## src/sv/nl2sc_pkg.sv

```systemverilog
package nl2sc_pkg;

  localparam int unsigned LengthBits = 24;
  localparam int unsigned CountW     = 24;
  localparam int unsigned AccumW     = 32;
  localparam int unsigned CfgW       = 3;

  localparam logic [AccumW-1:0] MaxLen = AccumW'((64'd1 << LengthBits) - 64'd1);
  localparam logic [CfgW-1:0]   PrefixSizeRst = CfgW'(4);

  typedef struct packed {
    logic [7:0]        data_byte;
    logic              first_of_buffer;
    logic [CountW-1:0] buffer_length;
  } item_t;

  typedef struct packed {
    logic [7:0] out_byte;
    logic       out_valid;
    logic       malformed;
    logic       buffer_done;
  } result_t;

endpackage

```

## src/sv/nl2sc_in_stage.sv

```systemverilog
module nl2sc_in_stage (
  input  logic               clk_i,
  input  logic               rst_ni,
  input  logic               in_valid_i,
  output logic               in_ready_o,
  input  nl2sc_pkg::item_t   item_i,
  output logic               valid_o,
  input  logic               take_i,
  output nl2sc_pkg::item_t   item_o
);

  logic             valid_q;
  nl2sc_pkg::item_t item_q;
  logic             load;

  assign in_ready_o = !valid_q || take_i;
  assign load       = in_valid_i && in_ready_o;

  always_ff @(posedge clk_i or negedge rst_ni) begin
    if (!rst_ni) begin
      valid_q <= 1'b0;
    end else if (load) begin
      valid_q <= 1'b1;
    end else if (take_i) begin
      valid_q <= 1'b0;
    end
  end

  always_ff @(posedge clk_i) begin
    if (load) begin
      item_q <= item_i;
    end
  end

  assign valid_o = valid_q;
  assign item_o  = item_q;

endmodule

```

## src/sv/nl2sc_out_stage.sv

```systemverilog
module nl2sc_out_stage (
  input  logic                clk_i,
  input  logic                rst_ni,
  input  logic                valid_i,
  output logic                ready_o,
  input  nl2sc_pkg::result_t  res_i,
  output logic                res_valid_o,
  input  logic                res_ready_i,
  output nl2sc_pkg::result_t  res_o
);

  logic               valid_q;
  nl2sc_pkg::result_t res_q;
  logic               load;

  assign ready_o = !valid_q || res_ready_i;
  assign load    = valid_i && ready_o;

  always_ff @(posedge clk_i or negedge rst_ni) begin
    if (!rst_ni) begin
      valid_q <= 1'b0;
    end else if (load) begin
      valid_q <= 1'b1;
    end else if (res_ready_i) begin
      valid_q <= 1'b0;
    end
  end

  always_ff @(posedge clk_i) begin
    if (load) begin
      res_q <= res_i;
    end
  end

  assign res_valid_o = valid_q;
  assign res_o       = res_q;

endmodule

```

## src/sv/nl2sc_conv.sv

```systemverilog
module nl2sc_conv (
  input  logic                              clk_i,
  input  logic                              rst_ni,
  input  logic                              cfg_we_i,
  input  logic [nl2sc_pkg::CfgW-1:0]        cfg_wdata_i,
  input  logic                              valid_i,
  input  nl2sc_pkg::item_t                  item_i,
  input  logic                              ready_i,
  output logic                              take_o,
  output nl2sc_pkg::result_t                res_o
);

  logic [nl2sc_pkg::CfgW-1:0]   prefix_size_q;
  logic                         in_payload_q, in_payload_d;
  logic [1:0]                   prefix_index_q, prefix_index_d;
  logic [nl2sc_pkg::AccumW-1:0] length_accum_q, length_accum_d;
  logic [nl2sc_pkg::CountW-1:0] payload_left_q, payload_left_d;
  logic [nl2sc_pkg::CountW-1:0] bytes_left_q, bytes_left_d;
  logic                         error_seen_q, error_seen_d;
  logic                         tail_drop_q, tail_drop_d;

  assign take_o = valid_i && ready_i;

  always_ff @(posedge clk_i or negedge rst_ni) begin
    if (!rst_ni) begin
      prefix_size_q <= nl2sc_pkg::PrefixSizeRst;
    end else if (cfg_we_i) begin
      prefix_size_q <= cfg_wdata_i;
    end
  end

  always_ff @(posedge clk_i or negedge rst_ni) begin
    if (!rst_ni) begin
      in_payload_q   <= 1'b0;
      prefix_index_q <= '0;
      length_accum_q <= '0;
      payload_left_q <= '0;
      bytes_left_q   <= '0;
      error_seen_q   <= 1'b0;
      tail_drop_q    <= 1'b0;
    end else if (take_o) begin
      in_payload_q   <= in_payload_d;
      prefix_index_q <= prefix_index_d;
      length_accum_q <= length_accum_d;
      payload_left_q <= payload_left_d;
      bytes_left_q   <= bytes_left_d;
      error_seen_q   <= error_seen_d;
      tail_drop_q    <= tail_drop_d;
    end
  end

  always_comb begin
    logic                         first;
    logic                         cur_in_payload;
    logic [1:0]                   cur_index;
    logic [nl2sc_pkg::AccumW-1:0] cur_accum;
    logic [nl2sc_pkg::CountW-1:0] cur_payload;
    logic                         cur_error;
    logic                         cur_tail;
    logic [nl2sc_pkg::CountW-1:0] rem;
    logic [nl2sc_pkg::CountW-1:0] after;
    logic [2:0]                   psize;
    logic [nl2sc_pkg::AccumW-1:0] acc_base;
    logic [nl2sc_pkg::AccumW-1:0] acc_new;
    logic [nl2sc_pkg::CountW-1:0] pl_dec;

    first          = item_i.first_of_buffer;
    cur_in_payload = first ? 1'b0 : in_payload_q;
    cur_index      = first ? 2'd0 : prefix_index_q;
    cur_accum      = first ? '0 : length_accum_q;
    cur_payload    = first ? '0 : payload_left_q;
    cur_error      = first ? 1'b0 : error_seen_q;
    cur_tail       = first ? 1'b0 : tail_drop_q;
    rem            = first ? item_i.buffer_length : bytes_left_q;
    after          = rem - nl2sc_pkg::CountW'(1);
    psize          = prefix_size_q[2] ? 3'd4 : 3'd3;
    acc_base       = (cur_index == 2'd0) ? '0 : cur_accum;
    acc_new        = {acc_base[nl2sc_pkg::AccumW-9:0], item_i.data_byte};
    pl_dec         = (cur_payload != '0) ? (cur_payload - nl2sc_pkg::CountW'(1))
                                         : cur_payload;

    in_payload_d   = cur_in_payload;
    prefix_index_d = cur_index;
    length_accum_d = cur_accum;
    payload_left_d = cur_payload;
    bytes_left_d   = first ? '0 : bytes_left_q;
    error_seen_d   = cur_error;
    tail_drop_d    = cur_tail;
    res_o          = '0;

    if (rem == '0) begin
      res_o.buffer_done = first;
    end else begin
      res_o.buffer_done = (rem == nl2sc_pkg::CountW'(1));
      bytes_left_d      = after;
      if (!(cur_error || cur_tail)) begin
        if (cur_in_payload) begin
          res_o.out_byte  = item_i.data_byte;
          res_o.out_valid = 1'b1;
          payload_left_d  = pl_dec;
          if (pl_dec == '0) begin
            in_payload_d   = 1'b0;
            prefix_index_d = 2'd0;
          end
        end else if (cur_index == 2'd0 && rem < nl2sc_pkg::CountW'(psize)) begin
          tail_drop_d = 1'b1;
        end else begin
          length_accum_d  = acc_new;
          res_o.out_valid = 1'b1;
          if ({1'b0, cur_index} + 3'd1 >= psize) begin
            res_o.out_byte = 8'h01;
            prefix_index_d = 2'd0;
            if (acc_new > nl2sc_pkg::AccumW'(after) || acc_new > nl2sc_pkg::MaxLen) begin
              error_seen_d = 1'b1;
            end else if (acc_new != '0) begin
              in_payload_d   = 1'b1;
              payload_left_d = acc_new[nl2sc_pkg::CountW-1:0];
            end
          end else begin
            prefix_index_d = cur_index + 2'd1;
          end
        end
      end
      res_o.malformed = error_seen_d;
    end
  end

  // payload copy never coexists with an error or a dropped tail
  a_payload_clean: assert property (@(posedge clk_i) disable iff (!rst_ni)
    in_payload_q |-> (!error_seen_q && !tail_drop_q))
    else $error("payload state alongside error or tail drop");

  a_index_in_prefix: assert property (@(posedge clk_i) disable iff (!rst_ni)
    (prefix_index_q != 2'd0) |-> !in_payload_q)
    else $error("prefix index set during payload");

  a_error_mutes: assert property (@(posedge clk_i) disable iff (!rst_ni)
    (take_o && error_seen_q && !item_i.first_of_buffer) |-> !res_o.out_valid)
    else $error("valid byte after malformed length");

  a_bytes_count: assert property (@(posedge clk_i) disable iff (!rst_ni)
    (take_o && !item_i.first_of_buffer && bytes_left_q != '0)
    |=> bytes_left_q == $past(bytes_left_q) - nl2sc_pkg::CountW'(1))
    else $error("byte count did not step down");

endmodule

```

## src/sv/nal_length_to_start_code.sv

```systemverilog
// channel   | handshake                    | payload
// ----------+------------------------------+-------------------------------------------
// input     | in_valid_i / in_ready_o      | data_byte_i, first_of_buffer_i, buffer_length_i
// result    | res_valid_o / res_ready_i    | out_byte_o, out_valid_o, malformed_o, buffer_done_o
// config    | cfg_we_i (no wait)           | cfg_wdata_i (prefix_size)
//
// One byte per clock sustained while res_ready_i does not stall the result; a result passes
// through the input register and then the result register before it is offered.
// Input register, one pass of conversion logic, result register; buffer state updates
// as an item moves into the result register.
// Reset clears all buffer state and sets prefix_size to 4.
// A stalled result holds the result register; the input register still takes a byte if empty.
module nal_length_to_start_code (
  input  logic                          clk_i,
  input  logic                          rst_ni,
  input  logic                          cfg_we_i,
  input  logic [nl2sc_pkg::CfgW-1:0]    cfg_wdata_i,
  input  logic                          in_valid_i,
  output logic                          in_ready_o,
  input  logic [7:0]                    data_byte_i,
  input  logic                          first_of_buffer_i,
  input  logic [nl2sc_pkg::CountW-1:0]  buffer_length_i,
  output logic                          res_valid_o,
  input  logic                          res_ready_i,
  output logic [7:0]                    out_byte_o,
  output logic                          out_valid_o,
  output logic                          malformed_o,
  output logic                          buffer_done_o
);

  nl2sc_pkg::item_t   item_in, item_q;
  nl2sc_pkg::result_t res_d, res_q;
  logic               stage_valid;
  logic               take;
  logic               out_ready;

  assign item_in.data_byte       = data_byte_i;
  assign item_in.first_of_buffer = first_of_buffer_i;
  assign item_in.buffer_length   = buffer_length_i;

  nl2sc_in_stage u_in (
    .clk_i      (clk_i),
    .rst_ni     (rst_ni),
    .in_valid_i (in_valid_i),
    .in_ready_o (in_ready_o),
    .item_i     (item_in),
    .valid_o    (stage_valid),
    .take_i     (take),
    .item_o     (item_q)
  );

  nl2sc_conv u_conv (
    .clk_i       (clk_i),
    .rst_ni      (rst_ni),
    .cfg_we_i    (cfg_we_i),
    .cfg_wdata_i (cfg_wdata_i),
    .valid_i     (stage_valid),
    .item_i      (item_q),
    .ready_i     (out_ready),
    .take_o      (take),
    .res_o       (res_d)
  );

  nl2sc_out_stage u_out (
    .clk_i       (clk_i),
    .rst_ni      (rst_ni),
    .valid_i     (stage_valid),
    .ready_o     (out_ready),
    .res_i       (res_d),
    .res_valid_o (res_valid_o),
    .res_ready_i (res_ready_i),
    .res_o       (res_q)
  );

  assign out_byte_o    = res_q.out_byte;
  assign out_valid_o   = res_q.out_valid;
  assign malformed_o   = res_q.malformed;
  assign buffer_done_o = res_q.buffer_done;

endmodule
```

## config.mk

```make
export PLATFORM = sky130hd
export DESIGN_NAME = nal_length_to_start_code
export DESIGN_NICKNAME = d
export VERILOG_FILES = /design/src/sv/nl2sc_pkg.sv /design/src/sv/nl2sc_in_stage.sv /design/src/sv/nl2sc_out_stage.sv /design/src/sv/nl2sc_conv.sv /design/src/sv/nal_length_to_start_code.sv
export SDC_FILE = /design/constraint.sdc
export NUM_CORES = 1
export LEC_CHECK = 0
export ABC_AREA = 1
export BUFFER_PORTS_ARGS = -buffer_cell sky130_fd_sc_hd__buf_4
export CORE_UTILIZATION = 58
export CTS_CLUSTER_SIZE = 40
export DETAILED_ROUTE_END_ITERATION = 10
export GPL_ROUTABILITY_DRIVEN = 0
export PLACE_DENSITY_LB_ADDON = 0.05
export SETUP_SLACK_MARGIN = 0.02
export SYNTH_ARGS = -nofsm -noshare
export SYNTH_HDL_FRONTEND = slang
export SYNTH_SLANG_ARGS = --single-unit
```

## constraint.sdc

```tcl
create_clock -name clk_i -period 4.1 [get_ports clk_i]
set_input_delay 0.82 -clock clk_i [delete_from_list [all_inputs] [get_ports clk_i]]
set_output_delay 0.82 -clock clk_i [all_outputs]
set_load 0.05 [all_outputs]
```

; ---- Word level (Yosys, flattened, before mapping)
; Index checks and enable logic that the tools add are counted.
[word_totals]
in_bits = 41
reg_bits = 134
wordCells = 100
output_inout_bits = 13
[op_classes]
n_addsub = 4
reduce_logical = 18
n_eq_ne = 2
muxes = 55
magnitude_cmp = 4
[op_table]
columns = op, count
row1 = 24-bit 2-to-1 mux, 13
row2 = 32-bit 2-to-1 mux, 5
row3 = 24-bit logical NOT, 2
row4 = 24-bit by 1-bit subtractor with 24-bit output (second input constant), 2
row5 = 32-bit by 24-bit > comparator with 1-bit output, 1
row6 = 32-bit by 24-bit > comparator with 1-bit output (second input constant), 1
row7 = 32-bit nonzero test, 1
row8 = 1-bit 2-to-1 mux, 27
row9 = 24-bit by 1-bit equality test with 1-bit output (second input constant), 1
row10 = 24-bit by 3-bit < comparator with 1-bit output, 1
row11 = 24-bit nonzero test, 1
row12 = 9-bit 2-to-1 mux, 2
row13 = 2-bit 2-to-1 mux, 7
row14 = 1-bit logical OR, 4
row15 = 2-bit nonzero test, 2
row16 = 2-bit by 1-bit adder with 3-bit output (second input constant), 1
row17 = 3-bit >= comparator, 1
row18 = 1-bit logical AND, 3
row19 = 3-bit 2-to-1 mux, 1
row20 = 2-bit by 1-bit adder with 2-bit output (second input constant), 1
row21 = 1-bit logical NOT, 2
row22 = 2-bit logical NOT, 1
row23 = 2-bit inequality test (second input constant), 1
row24 = 2-bit AND reduction, 1
row25 = 2-bit OR reduction, 1

; ---- Logic depth before layout (Yosys ltp)
[logic_depth]
depth_word = 11
depth_mapped = 29
ltp_nobuf = 24

; ---- Cells and area by module
; A second synthesis with hierarchy kept.
[hier_totals]
cells_unflattened = 1221
area_unflattened_um2 = 8838.5
[by_module_without_submodules]
columns = module, seq_area_each_um2, cells_each, area_each_um2, instances
row1 = nl2sc_conv, 1953.1, 1165, 7427.1, 1
row2 = nl2sc_in_stage, 1016.0, 39, 1036.0, 1
row3 = nl2sc_out_stage, 355.3, 17, 375.4, 1

; ---- Worst setup path after synthesis
; OpenSTA, ideal clock, no wires.
[synth_timing]
kind = register to register
startpoint = reg, netlist name u_in.item_o[24]
endpoint = reg, netlist name u_out.res_o[1]
setup_time_ns = 0.256
required_time_ns = 3.844
path_buffers = 5
t_arrival_ns = 3.583
period_less_slack_ns = 3.838
path_stages_with_launch = 25
path_slack_ns = 0.262
path_cell_list = edfxtp_1 -> buf_6 -> buf_6 -> buf_6 -> buf_6 -> nand2_1 -> o21ai_1 -> inv_1 -> ha_1 -> nand2_1 -> nor3_4 -> and2_1 -> nand2_1 -> nor3_1 -> xor2_1 -> inv_1 -> ha_1 -> nand4_1 -> nor3_1 -> nand3_1 -> nand2_1 -> clkbuf_1 -> nor3_1 -> a21oi_1 -> nor2_1
[synth_via]
elab_chain_cells = 10
word_cells_on_any_way = 23
classes_between = add/sub (2) / order compare (4) / mux (12) / reduce/logical (5)
[synth_rtl]
columns = element
row1 = branches (longest 10 deep; another with 32-bit by 24-bit > comparator with 1-bit output)
; Several ways; the timed one is not identified.
; A chain may end at the register's enable or synchronous reset.

; ---- Worst setup path in the final report
[layout_timing]
startpoint = reg, netlist name u_in.item_o[24]
endpoint = reg u_conv.payload_left_q[13] (netlist name)
[layout_via]
elab_chain_cells = 11
word_cells_on_any_way = 30
classes_between = add/sub (3) / order compare (4) / mux (16) / reduce/logical (7)
[layout_rtl]
columns = element, line_no
row1 = branches (longest 10 deep; another with 32-bit by 24-bit > comparator with 1-bit output), n/a
row2 = 24-bit 2-to-1 mux (*), nl2sc_conv.sv:91  ; if (rem == '0) begin
row3 = to (signal assigned), nl2sc_conv.sv:45  ; payload_left_q <= payload_left_d;
row4 = to (decl), nl2sc_conv.sv:17  ; logic [nl2sc_pkg::CountW-1:0] payload_left_q, payload_left_d;
; Every way passes the cells marked *.

==> impl_metrics.json <==
{
  "status": "completed",
  "hold_viol": 0,
  "drt_iter0_drc": 738,
  "h-tree-depth": 4,
  "yosysWarnings": 0,
  "yosys.area.top_type": "dfrtp_1",
  "synth.most_common_cell": "nand2_1",
  "layout.nets": 1258,
  "drtAntennaViolNets": 0,
  "dieArea_um2": 15000,
  "critPathCaptureType": "register",
  "critical_path.max_fanout": 6,
  "cp_data_required_time_ns": 4.45,
  "min_period_ns": 4.05,
  "p_leak_nw": 4.97,
  "cp-start-kind": "register",
  "fin_ws_ns": 0.0539,
  "synth_area_per_cell_um2": 7.57,
  "min_path_type": "reg -> reg",
  "synth_fp_nets": 1190,
  "clk_latency_ns": 0.43,
  "die_y_um": 123,
  "synth_edf_count": 44,
  "cts_buffer_depth": 2,
  "start_util": 0.601,
  "grt_usage": 0.296,
  "die_w_um": 123,
  "drv_slew": 0,
  "fmax_mhz": 247,
  "reg2reg_from": "u_in.item_o[24]$_DFFE_PP_",
  "clkSlewWorstSetupHoldPaths_ns": 0.06,
  "grt_pass1_vias": 7001,
  "maxCapViolCount": 0,
  "synthCells": 1114,
  "seq_area_frac_synth": 0.394,
  "synthToLayoutAreaGrowth_pct": 19.7,
  "num_vias": 7816,
  "antenna_cells": 0,
  "grt_max_degree": 61,
  "cts_tree": "done",
  "place_ws_ns": 0.147,
  "crit_path_start": "u_in.item_o[24]$_DFFE_PP_",
  "power_density_nw_per_um2": 661,
  "seq_area_um2": 3320,
  "io_pins": 54,
  "drc": 0,
  "antenna_found_initial": 0,
  "finalPower_mw": 6.67,
  "hp-start": "u_conv.length_accum_q[10]$_DFFE_PN0P_",
  "syn_area_um2": 8430,
  "synth_cell_types": 47,
  "grt-ovfl-total": 0,
  "core_um2": 14000,
  "hpwl_um": 14600,
  "hold_depth": 2,
  "synth_common_cells": "nand2_1, nor2_1, inv_1, dfrtp_1, a21oi_1",
  "max-vdd-ir-drop_mv": 0.617,
  "finalSetupTns_ns": 0,
  "synth-seq-cells": 124,
  "multi_input_area_um2": 4630,
  "port_buffers": 51,
  "wl_per_cell_um": 16.5,
  "async_reset_ff_frac": 0.645,
  "slew_headroom": 0.357,
  "ys.flop_type": "dfrtp_1",
  "worst_slew_pin_slew_ns": 0.962,
  "skew_ns": 0.00932,
  "final_layout_size_suffix_gt1_frac": 0.196,
  "detail_route.wirelength_um": 22700,
  "synth_area_leaders": "dfrtp_1, edfxtp_1, nand2_1",
  "fill_cells": 1065,
  "finalCritPeriodShare": 0.987,
  "crit_type": "reg -> reg",
  "viasPerCell": 5.68,
  "setup_viol_count_final": 0,
  "root_buffer": "clkbuf_16",
  "num_rows": 43,
  "cts.sinks": 124,
  "drtPass1Iterations": 6,
  "cp_data_arrival_time_ns": 4.39,
  "grt_pass1_wl_um": 34000,
  "cts-buffers-inserted": 17,
  "synth_top_area_frac": 0.234,
  "rr_worst_depth": 23
}
==> worst paths after layout <==
check	endpoint	slack (ns)
setup / recovery	u_conv.payload_left_q[13]$_DFFE_PN0P_	0.05
max in group asynchronous	u_conv.payload_left_q[9]$_DFFE_PN0P_	2.77
min in group asynchronous	u_conv.bytes_left_q[22]$_DFFE_PN0P_	0.50
setup reg to reg	u_conv.payload_left_q[13]$_DFFE_PN0P_	0.05
hold reg to reg	u_conv.length_accum_q[10]$_DFFE_PN0P_	0.49
hold / removal	u_conv.length_accum_q[10]$_DFFE_PN0P_	0.49
==> layout make-up <==
class                           count  share of cell area
Tap cell                          180              0.0223
Timing Repair Buffer               95              0.0839
Clock inverter                     12              0.0138
Inverter                          124              0.0473
Clock buffer                       20              0.0452
Sequential cell                   124               0.329
Multi-Input combinational cell    820               0.458
==> kinds of logic after synthesis <==
logic type | synth area share
flops | 0.394
fa+ha+maj | 0.0519
buf+inv | 0.0942
xor+xnor | 0.0270
compound gates | 0.145
simple gates | 0.288
==> layer usage <==
metal | part of all wire | vias to the layer above | global-route usage
met2 | 0.45 | 318 | 0.460
met5 | 0 | - | 0
met3 | 0.069 | 39 | 0.0548
met1 | 0.46 | 3634 | 0.411
li1 | - | 3825 | -
met4 | 0.021 | 0 | 0.112
==> state kept, by name (all words and copies together), names as in the netlist <==
name,cells
u_conv.bytes_left_q,24
u_conv.error_seen_q,1
u_conv.in_payload_q,1
u_conv.length_accum_q,24
u_conv.payload_left_q,24
u_conv.prefix_index_q,2
u_conv.prefix_size_q,1
u_conv.tail_drop_q,1
u_in.item_o,33
u_in.valid_o,1
u_out.res_o,11
u_out.res_valid_o,1
==> report_power, final <==
part           total (mW)  switching (mW)  leakage (nW)  internal, mW
Sequential           1.90           0.233          1.39          1.67
Combinational        3.25            2.07          3.30          1.17
Clock                1.52           0.590         0.279         0.930
==> layout by cell type (no fill, tap or decap), types with 9 or more instances in the layout <==
master	count
a21oi_1	49
a21oi_2	10
a31oi_1	15
buf_4	83
clkbuf_16	21
dfrtp_1	79
edfxtp_1	44
ha_1	33
inv_1	112
nand2_1	297
nand2_2	15
nand2_4	9
nand3_1	33
nand4_1	27
nor2_1	115
nor2_2	13
nor2_4	9
o21ai_0	40
o21ai_1	30
o21ai_2	9
o22ai_1	27
xor2_1	17
==> critical path, cell delays in order (launching register included) <==
cell and delay (ns):
edfxtp_1 0.36, buf_6 0.14, clkbuf_16 0.15, inv_8 0.05, or2_0 0.21, o21ai_1 0.10
nand3_1 0.15, nor2_4 0.15, nand4_1 0.22, nor2_2 0.23, nand4_1 0.18, xor2_2 0.22
ha_1 0.34, a21oi_1 0.15, o21ai_1 0.14, a211oi_4 0.26, nand2_2 0.10, nand2_4 0.11
nand3_4 0.08, buf_12 0.16, clkbuf_16 0.16, nand2_1 0.06, nand2_1 0.07, a21oi_1 0.15
==> metrics by stage <==
step	util	hold slack, ns	instance area (um2)	instances
floorplan	-	0.446	8430	1114
global placement	0.631	0.463	8850	1313
detailed placement	0.631	0.473	8850	1313
CTS	0.673	0.489	9450	1345
global route	0.719	0.512	10100	1375
finish	0.719	0.487	10100	1375
==> timing repair <==
| item | in CTS | in global routing |
|---|---|---|
| setup endpoints to repair | 0 | 27 |
| gates resized for setup | 0 | 82 |
| hold buffers | 0 | 0 |
| buffers inserted | 0 | 23 |
Power figures use the tool's default switching activity.
